===== config.mk =====
export PLATFORM = sky130hd
export DESIGN_NAME = pdh_front
export DESIGN_NICKNAME = d
export VERILOG_FILES = /design/src/hw/rtl/pdh_pkg.sv /design/src/hw/rtl/pdh_front.sv
export SDC_FILE = /design/constraint.sdc
export NUM_CORES = 2
export LEC_CHECK = 0
export BUFFER_PORTS_ARGS = -buffer_cell sky130_fd_sc_hd__buf_2
export CAP_MARGIN = 10
export CORE_UTILIZATION = 60
export DETAILED_ROUTE_END_ITERATION = 10
export PLACE_DENSITY = 0.78
export SLEW_MARGIN = 20
export SYNTH_ARGS = -nofsm -noshare
export SYNTH_HDL_FRONTEND = slang
export SYNTH_SLANG_ARGS = --single-unit

===== constraint.sdc =====
create_clock -name clk -period 76.4 [get_ports clk]
set_clock_uncertainty 0.1 [all_clocks]
set_input_delay 19.1 -clock clk [delete_from_list [all_inputs] [get_ports clk]]
set_output_delay 19.1 -clock clk [all_outputs]
set_load 0.1 [all_outputs]

===== src/hw/rtl/pdh_pkg.sv =====
// Shared types and constants for the pair distance histogram unit.
`timescale 1ns / 1ps
package pdh_pkg;

    localparam int NBINS_DEFAULT       = 128;
    localparam int QUEUE_DEPTH_DEFAULT = 4;
    localparam int NSERIES             = 5;
    localparam int NAXES               = 2;
    localparam int NBANKS              = NAXES * NSERIES;
    localparam int BIN_MAX_W           = 10;
    localparam int COUNT_W             = 32;
    localparam int CFG_IDX_W           = 3;
    localparam int CFG_DATA_W          = 16;
    localparam int NSLOTS              = 4;

    typedef enum logic [2:0] {
        SER_ALL = 3'd0,
        SER_AA  = 3'd1,
        SER_AB  = 3'd2,
        SER_BA  = 3'd3,
        SER_BB  = 3'd4
    } series_t;

    typedef enum logic [CFG_IDX_W-1:0] {
        CFG_ASYM     = 3'd0,
        CFG_PARTIALS = 3'd1,
        CFG_BOX_X    = 3'd2,
        CFG_BOX_Y    = 3'd3,
        CFG_CUT_X    = 3'd4,
        CFG_CUT_Y    = 3'd5,
        CFG_INV_X    = 3'd6,
        CFG_INV_Y    = 3'd7
    } cfg_idx_t;

    typedef enum logic {
        ACT_ACCUM = 1'b0,
        ACT_READ  = 1'b1
    } action_t;

    typedef struct packed {
        logic        action;
        logic [15:0] x_first;
        logic [15:0] y_first;
        logic        type_first;
        logic [15:0] x_second;
        logic [15:0] y_second;
        logic        type_second;
        logic        read_axis;
        logic [2:0]  read_series;
        logic [6:0]  read_bin;
    } in_item_t;

    typedef struct packed {
        logic [COUNT_W-1:0] bin_count;
        logic               count_saturated;
    } out_item_t;

    typedef struct packed {
        logic        asym;
        logic        partials;
        logic [15:0] box_x;
        logic [15:0] box_y;
        logic [14:0] cut_x;
        logic [14:0] cut_y;
        logic [15:0] inv_x;
        logic [15:0] inv_y;
    } cfg_t;

    // One classified beat handed from front to back.
    typedef struct packed {
        logic                 is_read;
        logic                 asym;
        logic                 partials;
        logic                 type_first;
        logic                 type_second;
        logic                 do_x;
        logic                 do_y;
        logic [BIN_MAX_W-1:0] bin_ix;
        logic [BIN_MAX_W-1:0] bin_jx;
        logic [BIN_MAX_W-1:0] bin_iy;
        logic [BIN_MAX_W-1:0] bin_jy;
        logic                 read_axis;
        logic [2:0]           read_series;
        logic                 read_ok;
        logic [BIN_MAX_W-1:0] read_bin;
    } cmd_t;

endpackage


===== src/hw/rtl/pdh_front.sv =====
// Front end: offsets, minimum image, cutoff, lanes and bin indices.
`timescale 1ns / 1ps
module pdh_front
    import pdh_pkg::*;
#(
    parameter int NBINS = NBINS_DEFAULT
)
(
    input  logic     clk,
    input  logic     rst_n,
    input  cfg_t     cfg,
    input  logic     in_valid,
    output logic     in_stall,
    input  in_item_t in_data,
    output logic     q_push,
    output cmd_t     q_cmd,
    input  logic     q_full
);

    localparam logic [15:0] LAST_BIN = 16'(NBINS - 1);

    function automatic logic signed [16:0] wrap_off(input logic signed [16:0] d,
                                                    input logic [15:0] len);
        logic signed [17:0] d2;
        logic signed [17:0] l2;
        logic signed [17:0] tw;
        logic signed [17:0] r;
        d2 = {d[16], d};
        l2 = {2'b00, len};
        tw = {d, 1'b0};
        if (tw > l2)
            r = d2 - l2;
        else if (tw < -l2)
            r = d2 + l2;
        else
            r = d2;
        return r[16:0];
    endfunction

    function automatic logic [BIN_MAX_W-1:0] clamp_bin(input logic [15:0] b);
        logic [15:0] c;
        c = (b > LAST_BIN) ? LAST_BIN : b;
        return c[BIN_MAX_W-1:0];
    endfunction

    logic advance;

    // stage 1: raw offsets
    logic                s1_valid_reg;
    in_item_t            s1_item_reg;
    logic signed [16:0]  s1_dx_reg, s1_dy_reg;
    // stage 2: wrapped offsets
    logic                s2_valid_reg;
    in_item_t            s2_item_reg;
    logic signed [16:0]  s2_dx_reg, s2_dy_reg;
    // stage 3: magnitudes and cutoff
    logic                s3_valid_reg;
    in_item_t            s3_item_reg;
    logic                s3_in_cut_reg;
    logic [15:0]         s3_ax_reg, s3_ay_reg;
    logic [15:0]         s3_mix_reg, s3_mjx_reg, s3_miy_reg, s3_mjy_reg;
    // stage 4: products
    logic                s4_valid_reg;
    in_item_t            s4_item_reg;
    logic                s4_do_x_reg, s4_do_y_reg;
    logic [15:0]         s4_bix_reg, s4_bjx_reg, s4_biy_reg, s4_bjy_reg;

    logic signed [16:0]  s1_dx_next, s1_dy_next;
    logic signed [16:0]  ndx, ndy;
    logic [15:0]         ax, ay;
    logic signed [17:0]  pix, pjx, piy, pjy;
    logic [31:0]         lane_x_prod, lane_y_prod;
    logic [31:0]         pbix, pbjx, pbiy, pbjy;
    logic                s4_need;

    assign s1_dx_next = $signed({1'b0, in_data.x_second}) - $signed({1'b0, in_data.x_first});
    assign s1_dy_next = $signed({1'b0, in_data.y_second}) - $signed({1'b0, in_data.y_first});

    assign ndx = -s2_dx_reg;
    assign ndy = -s2_dy_reg;
    assign ax  = s2_dx_reg[16] ? ndx[15:0] : s2_dx_reg[15:0];
    assign ay  = s2_dy_reg[16] ? ndy[15:0] : s2_dy_reg[15:0];
    assign pix = {s2_dx_reg[16], s2_dx_reg} + $signed({3'b000, cfg.cut_x});
    assign pjx = $signed({3'b000, cfg.cut_x}) - {s2_dx_reg[16], s2_dx_reg};
    assign piy = {s2_dy_reg[16], s2_dy_reg} + $signed({3'b000, cfg.cut_y});
    assign pjy = $signed({3'b000, cfg.cut_y}) - {s2_dy_reg[16], s2_dy_reg};

    assign lane_x_prod = s3_ay_reg * cfg.inv_y;
    assign lane_y_prod = s3_ax_reg * cfg.inv_x;
    assign pbix        = s3_mix_reg * cfg.inv_x;
    assign pbjx        = s3_mjx_reg * cfg.inv_x;
    assign pbiy        = s3_miy_reg * cfg.inv_y;
    assign pbjy        = s3_mjy_reg * cfg.inv_y;

    assign s4_need  = (s4_item_reg.action == ACT_READ) || s4_do_x_reg || s4_do_y_reg;
    assign advance  = !(s4_valid_reg && s4_need && q_full);
    assign in_stall = !advance;
    assign q_push   = s4_valid_reg && s4_need && !q_full;

    always_comb
    begin
        q_cmd             = '0;
        q_cmd.is_read     = (s4_item_reg.action == ACT_READ);
        q_cmd.asym        = cfg.asym;
        q_cmd.partials    = cfg.partials;
        q_cmd.type_first  = s4_item_reg.type_first;
        q_cmd.type_second = s4_item_reg.type_second;
        q_cmd.do_x        = s4_do_x_reg;
        q_cmd.do_y        = s4_do_y_reg;
        q_cmd.bin_ix      = clamp_bin(s4_bix_reg);
        q_cmd.bin_jx      = clamp_bin(s4_bjx_reg);
        q_cmd.bin_iy      = clamp_bin(s4_biy_reg);
        q_cmd.bin_jy      = clamp_bin(s4_bjy_reg);
        q_cmd.read_axis   = s4_item_reg.read_axis;
        q_cmd.read_series = s4_item_reg.read_series;
        q_cmd.read_ok     = (s4_item_reg.read_series <= SER_BB)
                            && (int'(s4_item_reg.read_bin) < NBINS);
        q_cmd.read_bin    = BIN_MAX_W'(s4_item_reg.read_bin);
    end

    always_ff @(posedge clk or negedge rst_n)
    begin
        if (!rst_n)
        begin
            s1_valid_reg <= 1'b0;
            s2_valid_reg <= 1'b0;
            s3_valid_reg <= 1'b0;
            s4_valid_reg <= 1'b0;
        end
        else if (advance)
        begin
            s1_valid_reg <= in_valid;
            s2_valid_reg <= s1_valid_reg;
            s3_valid_reg <= s2_valid_reg;
            s4_valid_reg <= s3_valid_reg;
        end
    end

    always_ff @(posedge clk)
    begin
        if (advance)
        begin
            s1_item_reg   <= in_data;
            s1_dx_reg     <= s1_dx_next;
            s1_dy_reg     <= s1_dy_next;

            s2_item_reg   <= s1_item_reg;
            s2_dx_reg     <= wrap_off(s1_dx_reg, cfg.box_x);
            s2_dy_reg     <= wrap_off(s1_dy_reg, cfg.box_y);

            s3_item_reg   <= s2_item_reg;
            s3_in_cut_reg <= (ax < {1'b0, cfg.cut_x}) && (ay < {1'b0, cfg.cut_y});
            s3_ax_reg     <= ax;
            s3_ay_reg     <= ay;
            s3_mix_reg    <= cfg.asym ? pix[15:0] : ax;
            s3_mjx_reg    <= pjx[15:0];
            s3_miy_reg    <= cfg.asym ? piy[15:0] : ay;
            s3_mjy_reg    <= pjy[15:0];

            s4_item_reg   <= s3_item_reg;
            s4_do_x_reg   <= s3_in_cut_reg && (lane_x_prod[31:16] == 16'd0);
            s4_do_y_reg   <= s3_in_cut_reg && (lane_y_prod[31:16] == 16'd0);
            s4_bix_reg    <= pbix[31:16];
            s4_bjx_reg    <= pbjx[31:16];
            s4_biy_reg    <= pbiy[31:16];
            s4_bjy_reg    <= pbjy[31:16];
        end
    end

endmodule


==> reports/metrics.yaml <==
clock_tree:
  cts-root-buf: "clkbuf_16"
  worst_skew_pair.late_latency_ns: 0.61
  htreeDepth: 2
  clockBufferDepth: 3
  clk_pin_slew_ns: 0.06
  postCtsSetupRepairBufs: 0
  cts.repair.resized: 0
  numClockSinks: 291
  numCtsBuffers: 40
  hold_buffers: 0
  cts_tree: "done"
global_route:
  grt_pass1_wl_um: 267000
  antenna_found_initial: 17
  grt_pass1_vias: 53800
  grt_max_degree: 133
  overflow: 0
  track_usage_pct: 29.2
setup_path:
  crit_fanout: 66
  start_kind: "primary input"
  regToRegSetupSlack_ns: 68.96
  crit_buf_inv: 3
  crit_slowest_cell: "buf_2"
  cp_cell_sequence: "buf_2 -> buf_4 -> buf_2"
  critPathKind: "primary input to output pin"
  crit_family: "buffers and inverters"
  slowest_delay_ns: 0.55
  end_kind: "output pin"
  cp.arrival_ns: 20.26
  critPathMostFrequentCell: "buf_2"
  crit_required_ns: 57.20
logic_synthesis:
  synth_top_area_share_pct: 34.6
  syn-cell-area_um2: 67500
  ys_async_sr_fraction_pct: 1.37
  netlist_instances: 7368
  yosysSeqAreaShare_pct: 12.9
  synth_most_common_cell: "inv_1"
  synth_area_leaders: "fa_1 (35%), ha_1 (16%), edfxtp_1 (13%)"
  yosys.cell_types.count: 91
  synth-seq-cells: 291
  syn_area_per_cell_um2: 9.17
  synth_ff_type: "edfxtp_1"
  ys.warnings.count: 0
  synthTopCellsByCount: "inv_1 (1519), fa_1 (1168), nand2_1 (1024)"
  yosysTopAreaCell: "fa_1"
  synth_edf_count: 287
cells_and_area:
  areaGrowthSynthToFinish_pct: 5.40
  drive_above_1_share_pct: 5.69
  fin_cells: 8905
  fin_area_um2: 71200
  nets: 9581
placed_design:
  dp_hpwl_um: 120000
  pre_cts_slack_ns: 36.93
  place_congestion: 0.888
  placed_cells: 8825
  placed_area_um2: 69800
  portBuffers: 224
timing:
  setup_ws_ns: 36.94
  worst_pin_slew_ns: 1.10
  max_slew_margin_pct: 26.4
  finalMaxSlewViolations: 0
  fmax_mhz: 25.3
  hold_violations: 0
  finalCriticalPeriod_ns: 39.46
  rsz0062_at_grt: "false"
  fin_crit_sh_pct: 51.6
  tns_ns: 0
  setup_viol: 0
route:
  wl_per_cell_um: 18.0
  dr_total_vias: 50400
  drt-vias-per-instance: 5.66
  drt_iter0_markers: 3014
  first_pass_iters: 7
  drcViolationCount: 0
  wl_um: 160000
  antenna_left: 0
job:
  cap_violations: 0
floorplanning:
  die_h_um: 338
  initial_core_util_pct: 60.8
  fp.dieW_um: 338
  die_area_um2: 114000
  rows: 122
  core-area_um2: 111000
  pin_count: 242
status:
  status: "completed"
worst_hold_path:
  min_path_type: "register to register"
[worst register-to-register path, stage by stage (launching register included)]
cell       delay [ns]
edfxtp_1         0.88
nand2_1          0.17
fa_1             0.54
inv_1            0.05
fa_1             0.52
inv_1            0.05
fa_1             0.50
inv_1            0.05
fa_1             0.53
inv_1            0.07
fa_1             0.49
inv_1            0.05
fa_1             0.45
ha_1             0.30
a2111oi_0        0.56
nand4_1          0.23
o2111ai_1        0.52
o211ai_1         0.34
a21oi_1          0.39
nor2b_1          0.11
o21ai_0          0.19
a211oi_1         0.11
[path summary, 6_finish.rpt]
check,from,endpoint,depth (start not counted)
worst max register to register,s3_mix_reg[12],s4_bix_reg[9],21
max in group asynchronous,rst_n,s4_valid_reg,1
worst max-delay path,cfg[95],q_cmd[60],3
worst min register to register,s1_item_reg[3],s2_item_reg[3],0
worst min-delay path,s1_item_reg[3],s2_item_reg[3],0
min in group asynchronous,rst_n,s2_valid_reg,1
[layout by cell type, fill, tap and decap left out, types with 40 or more instances in the layout]
cell       netlist  layout
xnor2_1        146     146
a21o_1          64      64
nand3_1         53      53
fa_1          1168    1168
inv_1         1519    1519
xor2_1          44      44
nor3_1          65      65
edfxtp_1       287     287
a21oi_1        211     211
or2_2           40      40
nor2b_1         55      55
buf_2            8     224
clkbuf_16        0      41
and2_1         643     643
nor2_1         231     231
nand2_1       1024    1024
o21ai_0        113     113
ha_1           856     856
buf_4           19      58
[layer usage]
metal	GRT usage, %	vias up	part of all wire (%)
li1	-	22900	-
met2	49.6	1854	48
met5	0	-	0.077
met1	37.6	25200	40
met3	5.76	359	8.3
met4	9.35	20	2.8
[area by class of cell]
cell class	count	area, um2
multi-input combinational	5244	51900
fill	8929	39900
sequential	291	8720
inverter	1519	5700
tap	1488	1860
timing repair buffer	283	1580
clock buffer	42	1030
clock inverter	32	397
antenna	6	15.0
[metrics by stage]
step / utilization [%] / hold WS, ns
finish: 64.1 / 0.313
global route: 64.1 / 0.321
CTS: 64.1 / 0.312
detailed placement: 62.8 / 0.305
global placement: 62.8 / 0.301
floorplan: - / 0.300
[logic make-up (layout without fill, tap and decap cells)]
logic type,count (synthesis),in the layout,synth area share (%)
other,1,21,0.00555
AND/OR/NAND/NOR,2269,2269,16.3
flip-flops,291,291,12.9
adder cells (fa/ha/maj),2024,2024,50.5
buffers and inverters,1847,1876,10.4
AO/OA/AOI/OAI,736,736,7.36
multiplexers,10,10,0.154
XOR/XNOR,190,190,2.46
Power is not shown: default switching activity piles up to over one toggle a cycle in this logic, so the estimate is an artifact.
