==> src/hw/rtl/pdh_pkg.sv <==
// Shared types and constants for the pair distance histogram unit.
`timescale 1ns / 1ps
package pdh_pkg;

    localparam int NBINS_DEFAULT       = 128;
    localparam int QUEUE_DEPTH_DEFAULT = 4;
    localparam int NSERIES             = 5;
    localparam int NAXES               = 2;
    localparam int NBANKS              = NAXES * NSERIES;
    localparam int BIN_MAX_W           = 10;
    localparam int COUNT_W             = 32;
    localparam int CFG_IDX_W           = 3;
    localparam int CFG_DATA_W          = 16;
    localparam int NSLOTS              = 4;

    typedef enum logic [2:0] {
        SER_ALL = 3'd0,
        SER_AA  = 3'd1,
        SER_AB  = 3'd2,
        SER_BA  = 3'd3,
        SER_BB  = 3'd4
    } series_t;

    typedef enum logic [CFG_IDX_W-1:0] {
        CFG_ASYM     = 3'd0,
        CFG_PARTIALS = 3'd1,
        CFG_BOX_X    = 3'd2,
        CFG_BOX_Y    = 3'd3,
        CFG_CUT_X    = 3'd4,
        CFG_CUT_Y    = 3'd5,
        CFG_INV_X    = 3'd6,
        CFG_INV_Y    = 3'd7
    } cfg_idx_t;

    typedef enum logic {
        ACT_ACCUM = 1'b0,
        ACT_READ  = 1'b1
    } action_t;

    typedef struct packed {
        logic        action;
        logic [15:0] x_first;
        logic [15:0] y_first;
        logic        type_first;
        logic [15:0] x_second;
        logic [15:0] y_second;
        logic        type_second;
        logic        read_axis;
        logic [2:0]  read_series;
        logic [6:0]  read_bin;
    } in_item_t;

    typedef struct packed {
        logic [COUNT_W-1:0] bin_count;
        logic               count_saturated;
    } out_item_t;

    typedef struct packed {
        logic        asym;
        logic        partials;
        logic [15:0] box_x;
        logic [15:0] box_y;
        logic [14:0] cut_x;
        logic [14:0] cut_y;
        logic [15:0] inv_x;
        logic [15:0] inv_y;
    } cfg_t;

    // One classified beat handed from front to back.
    typedef struct packed {
        logic                 is_read;
        logic                 asym;
        logic                 partials;
        logic                 type_first;
        logic                 type_second;
        logic                 do_x;
        logic                 do_y;
        logic [BIN_MAX_W-1:0] bin_ix;
        logic [BIN_MAX_W-1:0] bin_jx;
        logic [BIN_MAX_W-1:0] bin_iy;
        logic [BIN_MAX_W-1:0] bin_jy;
        logic                 read_axis;
        logic [2:0]           read_series;
        logic                 read_ok;
        logic [BIN_MAX_W-1:0] read_bin;
    } cmd_t;

endpackage

==> src/hw/rtl/pdh_queue.sv <==
// Short command queue between front and back.
`timescale 1ns / 1ps
module pdh_queue
    import pdh_pkg::*;
#(
    parameter int DEPTH = QUEUE_DEPTH_DEFAULT
)
(
    input  logic clk,
    input  logic rst_n,
    input  logic push,
    input  cmd_t push_cmd,
    output logic full,
    input  logic pop,
    output cmd_t head_cmd,
    output logic empty
);

    localparam int PTR_W = (DEPTH > 1) ? $clog2(DEPTH) : 1;
    localparam int CNT_W = $clog2(DEPTH + 1);

    cmd_t             slots [DEPTH];
    logic [PTR_W-1:0] wr_ptr_reg, rd_ptr_reg;
    logic [CNT_W-1:0] count_reg;

    function automatic logic [PTR_W-1:0] bump(input logic [PTR_W-1:0] p);
        return (p == PTR_W'(DEPTH - 1)) ? '0 : p + 1'b1;
    endfunction

    assign full     = (count_reg == CNT_W'(DEPTH));
    assign empty    = (count_reg == '0);
    assign head_cmd = slots[rd_ptr_reg];

    always_ff @(posedge clk or negedge rst_n)
    begin
        if (!rst_n)
        begin
            wr_ptr_reg <= '0;
            rd_ptr_reg <= '0;
            count_reg  <= '0;
        end
        else
        begin
            if (push)
                wr_ptr_reg <= bump(wr_ptr_reg);
            if (pop)
                rd_ptr_reg <= bump(rd_ptr_reg);
            if (push && !pop)
                count_reg <= count_reg + 1'b1;
            else if (pop && !push)
                count_reg <= count_reg - 1'b1;
        end
    end

    always_ff @(posedge clk)
    begin
        if (push)
            slots[wr_ptr_reg] <= push_cmd;
    end

endmodule

==> config.mk <==
export PLATFORM = sky130hd
export DESIGN_NAME = pdh_queue
export DESIGN_NICKNAME = d
export VERILOG_FILES = /design/src/hw/rtl/pdh_pkg.sv /design/src/hw/rtl/pdh_queue.sv
export SDC_FILE = /design/constraint.sdc
export NUM_CORES = 1
export LEC_CHECK = 0
export ABC_AREA = 1
export ABC_CLOCK_PERIOD_IN_PS = 7250
export BUFFER_PORTS_ARGS = -buffer_cell sky130_fd_sc_hd__buf_2
export CAP_MARGIN = 20
export CORE_MARGIN = 2
export CORE_UTILIZATION = 40
export CTS_BUF_LIST = sky130_fd_sc_hd__clkbuf_4 sky130_fd_sc_hd__clkbuf_8
export DETAILED_ROUTE_END_ITERATION = 6
export GPL_TIMING_DRIVEN = 0
export PLACE_DENSITY = 0.66
export SETUP_SLACK_MARGIN = 0.05
export SLEW_MARGIN = 20
export SYNTH_ARGS = -nofsm -noshare
export SYNTH_HDL_FRONTEND = slang
export SYNTH_SLANG_ARGS = --single-unit
==> constraint.sdc <==
create_clock -name clk -period 7.25 [get_ports clk]
set_input_delay 0.725 -clock clk [delete_from_list [all_inputs] [get_ports clk]]
set_output_delay 0.725 -clock clk [all_outputs]
set_load 0.02 [all_outputs]
==> flow_metrics.env, run 1 <==
export IMPL_crit_type="reg -> out"
export IMPL_maxSlewHeadroom_pct=59.7
export IMPL_tightest_slew_ps=604
export IMPL_cp_arrival_ps=2100
export IMPL_critPathLaunchType="register"
export IMPL_grt_pass1_wl_mm=33.0
export IMPL_synth_seq_cells=255
export IMPL_port_buffers=129
export IMPL_clkTransAtPathRegs_ps=60
export IMPL_die_x_um=164
export IMPL_vias_per_cell=4.70
export IMPL_cts_sinks=255
export IMPL_cts_made_buffers=41
export IMPL_largest_register_ffs=248
export IMPL_final_fill_count=2248
export IMPL_clockRootBuffer="clkbuf_8"
export IMPL_antenna_found_initial=4
export IMPL_worstSetupEndpointType="primary output"
export IMPL_worstSkewPairLatency_ps=530
export IMPL_hold_path_class="in -> async"
export IMPL_syn_area_per_cell_sq_um=13.1
export IMPL_slowest_delay_ps=500
export IMPL_dpl_hpwl_mm=13.2
export IMPL_tns_ps=0
export IMPL_max_freq_mhz=354
export IMPL_ff2ff_path_depth=5
export IMPL_io_pins=130
export IMPL_total_power_mw=4.78
export IMPL_drv_cap=0
export IMPL_grt_max_degree=42
export IMPL_r2r_end="slots[0][9]$_DFFE_PP_"
export IMPL_multi_input_area_sq_mm=0.00184
export IMPL_drive_gt1_share_pct=24.1
export IMPL_syn2layout_area_growth_pct=18.7
export IMPL_wl_per_cell_um=16.6
export IMPL_vdd_drop_max_uv=194
export IMPL_synth_cell_types=17
export IMPL_dr_pass1_iters=4
export IMPL_leakagePower_nw=4.96
export IMPL_final_hold_violation_count=0
export IMPL_routabilityCongestion=0.726
export IMPL_vias=6143
export IMPL_htree_levels=2
export IMPL_initial_core_util_pct=40.6
export IMPL_grt_pass1_vias=6045
export IMPL_post_cts_buffers=0
export IMPL_cpMaxStageDelayCell="clkbuf_1"
export IMPL_setup_viol=0
export IMPL_track_usage_pct=16.4
export IMPL_holdBufCountCts=0
export IMPL_ys_seq_area_share_pct=74.8
export IMPL_rsz0062_at_grt="false"
export IMPL_power_density_mw_per_mm2=396
export IMPL_r2r_setup_slack_ps=5470
export IMPL_design_core_area_sq_mm=0.0251
export IMPL_fin_nets=1024
export IMPL_slew_violations=0
export IMPL_die_h_um=164
export IMPL_overflow=0
export IMPL_area_sequential_sq_mm=0.00762
export IMPL_yosys_warnings=0
export IMPL_post_route_drc_count=0
export IMPL_postRouteAntennaNets=0
export IMPL_clockBufferDepth=3
export IMPL_crit_cells=6
export IMPL_cts_tree="done"
export IMPL_drtIter0Drc=356
export IMPL_syn_area_sq_mm=0.0102
export IMPL_core_rowCount=58
export IMPL_cp_cell_sequence="inv_2 -> clkbuf_1 -> nand2_1 -> o211ai_1 -> nand2_1 -> buf_2"
export IMPL_syn_nets=848
export IMPL_skew_ps=15.6
export IMPL_fin_crit_ps=2820
export IMPL_final_cell_mix="edfxtp_1, nand2_1, buf_2, inv_1, o211ai_1"
export IMPL_cts_resized=0
export IMPL_cp_common_cell="nand2_1"
export IMPL_critPathMaxFanout=10
export IMPL_r2r_start="wr_ptr_reg[0]$_DFFE_PN0P_"
export IMPL_routed_wl_mm=21.8
export IMPL_finalCritPeriodShare_pct=38.9
export IMPL_dieArea_sq_mm=0.0268
export IMPL_final_common_cell="edfxtp_1"
export IMPL_postSynthCellCount=775
export IMPL_cpLargestDelayFamily="buffers and inverters"
export IMPL_cp_data_required_time_ps=6520
export IMPL_hold_slack_ps=21.5
export IMPL_critical_path_buf_inv_count=3
export IMPL_status="finished, final reports clean"
==> through the flow <==
step                instances  utilization (%)  setup WS [ps]  instance area, sq um
global route             1307             48.1           4200                 12100
finish                   1308             48.2           4430                 12100
detailed placement       1238             45.2           4910                 11300
floorplan                 775                -           4860                 10200
global placement         1234             44.8           3610                 11200
CTS                      1306             48.1           4330                 12100
==> worst max-delay path by stage <==
stage,start,endpoint,slack [ps]
3_3_place_gp,push,slots[2][10]$_DFFE_PP_,3610
6_report,rd_ptr_reg[0]$_DFFE_PN0P_,head_cmd[16],4430
4_1_cts,rd_ptr_reg[0]$_DFFE_PN0P_,head_cmd[16],4330
3_5_place_dp,rd_ptr_reg[0]$_DFFE_PN0P_,head_cmd[16],4910
2_1_floorplan,push,slots[3][0]$_DFFE_PP_,4860
5_1_grt,rd_ptr_reg[0]$_DFFE_PN0P_,head_cmd[16],4200
==> cell type report <==
class	count	share of cell area (%)
clock buffers	55	5.64
plain buffers	40	1.78
inverters	137	4.34
repair buffers	133	6.06
diodes	2	0.0414
multi-input cells	343	15.2
flip-flops and latches	255	63.0
well taps	330	3.41
clock inverters	13	0.486
==> layer usage <==
metal  vias to the layer above  GRT usage [%]  routed length, um
met2                       170           27.1              10500
met4                         4           6.06                560
met3                        51           3.78               1380
met1                      2863           21.3               9310
li1                       3055              -                  -
met5                         -              0                 26
==> cell usage after synthesis <==
master | number | share of area [%]
nor3_1 | 2 | 0.098
dfrtp_1 | 7 | 1.7
o21ai_0 | 4 | 0.20
edfxtp_1 | 248 | 73
inv_1 | 135 | 5.0
nor2_1 | 2 | 0.074
buf_6 | 3 | 0.33
o211ai_1 | 124 | 9.1
ha_1 | 6 | 0.74
clkbuf_1 | 3 | 0.11
inv_2 | 2 | 0.074
xnor2_1 | 1 | 0.086
fa_1 | 1 | 0.20
nand2_1 | 201 | 7.4
nand4_1 | 1 | 0.061
buf_2 | 34 | 1.7
nand3_1 | 1 | 0.049
==> power by group <==
| group | switching (mW) | internal, mW |
|---|---|---|
| Clock | 0.523 | 0.605 |
| Sequential | 0.0601 | 1.89 |
| Combinational | 1.19 | 0.514 |
==> cells by family (layout without fill, tap and decap cells) <==
| group | Yosys count | in the layout | synth area share (%) |
|---|---|---|---|
| other cells | 0 | 2 | 0 |
| compound gates | 128 | 128 | 9.33 |
| buf+inv | 177 | 378 | 7.16 |
| xor+xnor | 1 | 1 | 0.0860 |
| simple gates | 207 | 207 | 7.69 |
| flops | 255 | 255 | 74.8 |
| fa+ha+maj | 7 | 7 | 0.933 |
(Power assumes the default switching activity.)
==> run 2: changes to the inputs <==
- ABC_CLOCK_PERIOD_IN_PS: 7250 -> 2780
- clock period: 7.25 -> 2.78 ns (I/O delays scaled with it)
==> run 2 against run 1 <==
  * Clock power grew to 2.6 times the previous value
  * Routed wire length grew 2.0%
  * Setup slack lost 4000 ps
  * Global-route usage grew 0.22 points
  * Highest routed layer is now met4
  * Sequential share of layout area shrank 3.1 points
  * Critical path type unchanged
==> flow_metrics.env, run 2 (synthesis results as in run 1) <==
export IMPL_status="finished, final reports clean"
export IMPL_drtIter0Drc=330
export IMPL_vdd_drop_max_uv=518
export IMPL_max_freq_mhz=421
export IMPL_critPathLaunchType="register"
export IMPL_crit_cells=6
export IMPL_overflow=0
export IMPL_hold_slack_ps=61.6
export IMPL_power_density_mw_per_mm2=987
export IMPL_finalCritPeriodShare_pct=85.5
export IMPL_clockRootBuffer="clkbuf_8"
export IMPL_clock_power_share_pct=23.5
export IMPL_crit_type="reg -> out"
export IMPL_final_cell_mix="edfxtp_1, nand2_1, buf_2, inv_1, o211ai_1"
export IMPL_die_h_um=164
export IMPL_vias=6375
export IMPL_tightest_slew_ps=618
export IMPL_antenna_found_initial=0
export IMPL_p_int_mw=7.90
export IMPL_total_power_mw=12.6
export IMPL_track_usage_pct=16.7
export IMPL_htree_levels=2
export IMPL_routed_wl_mm=22.2
export IMPL_setup_viol=0
export IMPL_die_x_um=164
export IMPL_rsz0062_at_grt="false"
export IMPL_grt_pass1_wl_mm=33.6
export IMPL_r2r_end="slots[0][13]$_DFFE_PP_"
export IMPL_worstSetupEndpointType="primary output"
export IMPL_placed_area_sq_mm=0.0113
export IMPL_port_buffers=129
export IMPL_drv_cap=0
export IMPL_r2r_start="wr_ptr_reg[0]$_DFFE_PN0P_"
export IMPL_cp_data_required_time_ps=2500
export IMPL_power_net_switching_mw=4.65
export IMPL_min_to="wr_ptr_reg[0]$_DFFE_PN0P_"
export IMPL_cpMaxStageDelayCell="clkbuf_1"
export IMPL_final_common_cell="edfxtp_1"
export IMPL_routabilityCongestion=0.726
export IMPL_drive_gt1_share_pct=22.6
export IMPL_dieArea_sq_mm=0.0268
export IMPL_critPathMaxFanout=10
export IMPL_slew_violations=0
export IMPL_antennaDiodeCount=0
export IMPL_setup_ws_ps=403
export IMPL_hold_path_class="in -> reg"
export IMPL_cpLargestDelayFamily="buffers and inverters"
export IMPL_final_hold_violation_count=0
export IMPL_dr_pass1_iters=5
export IMPL_slowest_delay_ps=510
export IMPL_dpl_hpwl_mm=13.2
export IMPL_worstSkewPairLatency_ps=530
export IMPL_wl_per_cell_um=16.2
export IMPL_cp_arrival_ps=2100
export IMPL_hp_start="push"
export IMPL_fin_nets=1088
export IMPL_combPwrFrac_pct=36.1
export IMPL_fin_crit_ps=2380
export IMPL_netSwitchingFraction_pct=37.1
export IMPL_cp_common_cell="nand2_1"
export IMPL_grt_max_degree=42
export IMPL_hold_depth=2
export IMPL_cts_sinks=255
export IMPL_r2r_setup_slack_ps=990
export IMPL_clkTransAtPathRegs_ps=60
export IMPL_postRouteAntennaNets=0
export IMPL_io_pins=130
export IMPL_vias_per_cell=4.65
export IMPL_seqPwrFrac_pct=40.5
export IMPL_grt_pass1_vias=6276
export IMPL_cts_resized=0
export IMPL_cts_made_buffers=41
export IMPL_skew_ps=16.2
export IMPL_cts_tree="done"
export IMPL_maxSlewHeadroom_pct=58.8
export IMPL_syn2layout_area_growth_pct=24.9
export IMPL_tns_ps=0
export IMPL_ff2ff_path_depth=5
export IMPL_cp_cell_sequence="inv_2 -> clkbuf_1 -> nand2_1 -> o211ai_1 -> nand2_1 -> buf_2"
export IMPL_final_area_sq_mm=0.0127
export IMPL_leakagePower_nw=5.23
export IMPL_post_route_drc_count=0
export IMPL_design_core_area_sq_mm=0.0251
export IMPL_largest_register_ffs=248
export IMPL_initial_core_util_pct=40.6
export IMPL_core_rowCount=58
export IMPL_pre_cts_ws_ps=887
export IMPL_critical_path_buf_inv_count=3
export IMPL_clockBufferDepth=3
## run 2: changes by cell type in the layout (fill, tap and decap cells not counted), sizes merged
cell,previous run,this run
dlygate4sd3,0,64
diode,2,0
## run 2: cell type report
class,count,area (sq um)
fill,2202,12400
sequential,255,7620
multi-input combinational,343,1840
timing repair buffer,197,1370
clock buffer,55,682
inverter,137,524
tap,330,413
buffer,40,215
clock inverter,13,58.8
## run 2: metal layers
metal	GRT usage, %	wire length [um]	vias up
met1	21.8	9750	2979
met4	5.94	531	0
met3	3.07	1160	48
li1	-	-	3180
met5	0	0	-
met2	27.9	10800	168
## run 2: timing repair
item / 4_1_cts / 5_1_grt
setup buffers: 0 / 0
endpoints found under the hold margin: 257 / 0
hold buffers: 64 / 0
## run 2: worst max path at each step
stage	from	to	slack (ps)
2_1_floorplan	wr_ptr_reg[0]$_DFFE_PN0P_	slots[0][0]$_DFFE_PP_	500
3_3_place_gp	wr_ptr_reg[0]$_DFFE_PN0P_	slots[2][9]$_DFFE_PP_	-580
3_5_place_dp	rd_ptr_reg[0]$_DFFE_PN0P_	head_cmd[16]	890
4_1_cts	rd_ptr_reg[0]$_DFFE_PN0P_	head_cmd[16]	310
5_1_grt	rd_ptr_reg[0]$_DFFE_PN0P_	head_cmd[16]	180
6_report	rd_ptr_reg[0]$_DFFE_PN0P_	head_cmd[16]	400
## run 2: power groups by stage
stage | clock, mW | combinational (mW) | sequential (mW)
finish | 2.95 | 4.53 | 5.08
global route | 3.21 | 5.01 | 5.13
CTS | 3.02 | 4.63 | 5.09
detailed placement | 0 | 4.55 | 5.16
global placement | 0 | 4.42 | 5.21
floorplan | 0 | 2.86 | 5.16
## run 2: through the flow
step           utilization, %  std cells
4_1_cts                  50.7       1370
2_1_floorplan               -        775
6_report                 50.7       1370
3_5_place_dp             45.2       1238
3_3_place_gp             44.8       1234
5_1_grt                  50.7       1370
==> run 3: changes to the inputs <==
--- a/config.mk
+++ b/config.mk
@@ -14,4 +14,5 @@
 export CTS_BUF_LIST = sky130_fd_sc_hd__clkbuf_4 sky130_fd_sc_hd__clkbuf_8
 export DETAILED_ROUTE_END_ITERATION = 6
+export GPL_ROUTABILITY_DRIVEN = 0
 export GPL_TIMING_DRIVEN = 0
 export PLACE_DENSITY = 0.66
==> constraint.sdc (replaced) <==
create_clock -name clk -period 2.78 [get_ports clk]
set_input_delay 0.139 -clock clk [delete_from_list [all_inputs] [get_ports clk]]
set_output_delay 0.139 -clock clk [all_outputs]
set_load 0.02 [all_outputs]
==> run 3 against run 2 <==
  * Power about the same
  * Flip-flop and latch count unchanged
  * Critical path depth unchanged
  * Largest cell class unchanged
==> flow_metrics.env, run 3 (synthesis results as in run 1) <==
export IMPL_status="finished, final reports clean"
export IMPL_hold_path_class="in -> reg"
export IMPL_pre_cts_ws_ps=979
export IMPL_antenna_found_initial=0
export IMPL_cp_data_required_time_ps=2640
export IMPL_final_cell_mix="edfxtp_1, nand2_1, buf_2, inv_1, o211ai_1"
export IMPL_routed_wl_mm=22.2
export IMPL_crit_type="reg -> out"
export IMPL_cts_made_buffers=41
export IMPL_critPathLaunchType="register"
export IMPL_initial_core_util_pct=40.6
export IMPL_track_usage_pct=16.7
export IMPL_htree_levels=2
export IMPL_critPathMaxFanout=10
export IMPL_die_h_um=164
export IMPL_post_route_drc_count=0
export IMPL_grt_busiest_layer="met2"
export IMPL_cp_cell_sequence="inv_2 -> clkbuf_1 -> nand2_1 -> o211ai_1 -> nand2_1 -> buf_2"
export IMPL_drtIter0Drc=362
export IMPL_cpMaxStageDelayCell="clkbuf_1"
export IMPL_met1_usage_pct=21.8
export IMPL_antennaDiodeCount=0
export IMPL_drv_cap=0
export IMPL_worstSetupEndpointType="primary output"
export IMPL_finalCritPeriodShare_pct=80.4
export IMPL_slew_violations=0
export IMPL_worstSkewPairLatency_ps=530
export IMPL_clockBufferDepth=3
export IMPL_cp_common_cell="nand2_1"
export IMPL_vias_per_cell=4.65
export IMPL_setup_ws_ps=544
export IMPL_vias=6374
export IMPL_cts_tree="done"
export IMPL_syn2layout_area_growth_pct=25.1
export IMPL_clkTransAtPathRegs_ps=60
export IMPL_wl_per_cell_um=16.2
export IMPL_finalCoreUtilization_pct=50.8
export IMPL_final_fill_count=2203
export IMPL_dpl_hpwl_mm=13.2
export IMPL_dieArea_sq_mm=0.0268
export IMPL_fin_nets=1090
export IMPL_cts_sinks=255
export IMPL_rsz0062_at_grt="false"
export IMPL_final_hold_violation_count=0
export IMPL_slowest_delay_ps=500
export IMPL_postRouteAntennaNets=0
export IMPL_clockRootBuffer="clkbuf_8"
export IMPL_skew_ps=14.5
export IMPL_design_core_area_sq_mm=0.0251
export IMPL_dp_cells=1238
export IMPL_final_common_cell="edfxtp_1"
export IMPL_leakagePower_nw=5.24
export IMPL_port_buffers=129
export IMPL_tightest_slew_ps=614
export IMPL_max_freq_mhz=447
export IMPL_die_x_um=164
export IMPL_maxSlewHeadroom_pct=59.0
export IMPL_cp_arrival_ps=2100
export IMPL_fin_crit_ps=2240
export IMPL_grt_use_met3_pct=3.07
export IMPL_power_density_mw_per_mm2=984
export IMPL_drive_gt1_share_pct=22.6
export IMPL_stdcell_count=1372
export IMPL_post_cts_buffers=0
export IMPL_hold_slack_ps=350
export IMPL_largest_register_ffs=248
export IMPL_setup_viol=0
export IMPL_vdd_drop_max_uv=515
export IMPL_grt_use_met2_pct=28.0
export IMPL_grt_pass1_wl_mm=33.7
export IMPL_io_pins=130
export IMPL_overflow=0
export IMPL_core_rowCount=58
export IMPL_grt_max_degree=42
export IMPL_dr_pass1_iters=5
export IMPL_grt_pass1_vias=6283
==> run 3: changes by cell type in the layout (fill, tap and decap cells not counted), sizes merged <==
cell / previous run / this run
dlygate4sd3: 64 / 66
==> run 3: area by class of cell <==
| class | count | area (sq um) | share of cell area (%) |
|---|---|---|---|
| Clock inverter | 13 | 58.8 | 0.461 |
| Multi-Input combinational cell | 343 | 1840 | 14.4 |
| Timing Repair Buffer | 199 | 1390 | 10.9 |
| Tap cell | 330 | 413 | 3.24 |
| Sequential cell | 255 | 7620 | 59.8 |
| Clock buffer | 55 | 682 | 5.35 |
| Buffer | 40 | 215 | 1.69 |
| Inverter | 137 | 524 | 4.11 |
==> run 3: critical path: cells and delay by family, from the launching register on <==
kind,cells,cell delay (ps)
buffers and inverters,3,830
AND/OR/NAND/NOR,2,210
flip-flops,1,400
AO/OA/AOI/OAI,1,110
==> run 3: path summary, 6_finish.rpt <==
kind / end / slack, ps / depth (start not counted) / start
max in group asynchronous: count_reg[2]$_DFFE_PN0P_ / 1930 / 3 / rst_n
worst max-delay path: head_cmd[16] / 540 / 6 / rd_ptr_reg[0]$_DFFE_PN0P_
min in group asynchronous: count_reg[1]$_DFFE_PN0P_ / 580 / 3 / rst_n
worst min register to register: count_reg[2]$_DFFE_PN0P_ / 520 / 2 / count_reg[2]$_DFFE_PN0P_
worst max register to register: slots[0][9]$_DFFE_PP_ / 990 / 5 / wr_ptr_reg[0]$_DFFE_PN0P_
worst min-delay path: slots[1][32]$_DFFE_PP_ / 350 / 2 / push_cmd[32]
==> run 3: timing repair <==
action,in CTS,in global routing
gates resized for setup,0,0
endpoints found under the hold margin,259,0
hold buffers,66,0
setup endpoints to repair,0,0
==> run 3: through the flow <==
stage / instance area (sq um) / power [mW] / setup TNS, ps
floorplan: 10200 / 8.02 / 0
global placement: 11200 / 9.63 / -125980
detailed placement: 11300 / 9.71 / 0
CTS: 12700 / 12.7 / 0
global route: 12700 / 13.3 / 0
finish: 12700 / 12.5 / 0
==> run 3: routing by layer <==
layer / vias up / share of wire, %
met4: 0 / 2.3
met5: - / 0
met1: 2962 / 43
met3: 46 / 5.8
li1: 3181 / -
met2: 185 / 48
==> run 3: power by group <==
group	leakage [nW]	internal, mW	total (mW)	switching (mW)
sequential	2.36	4.93	5.08	0.156
clock	0.387	1.58	2.94	1.36
combinational	2.49	1.40	4.52	3.12
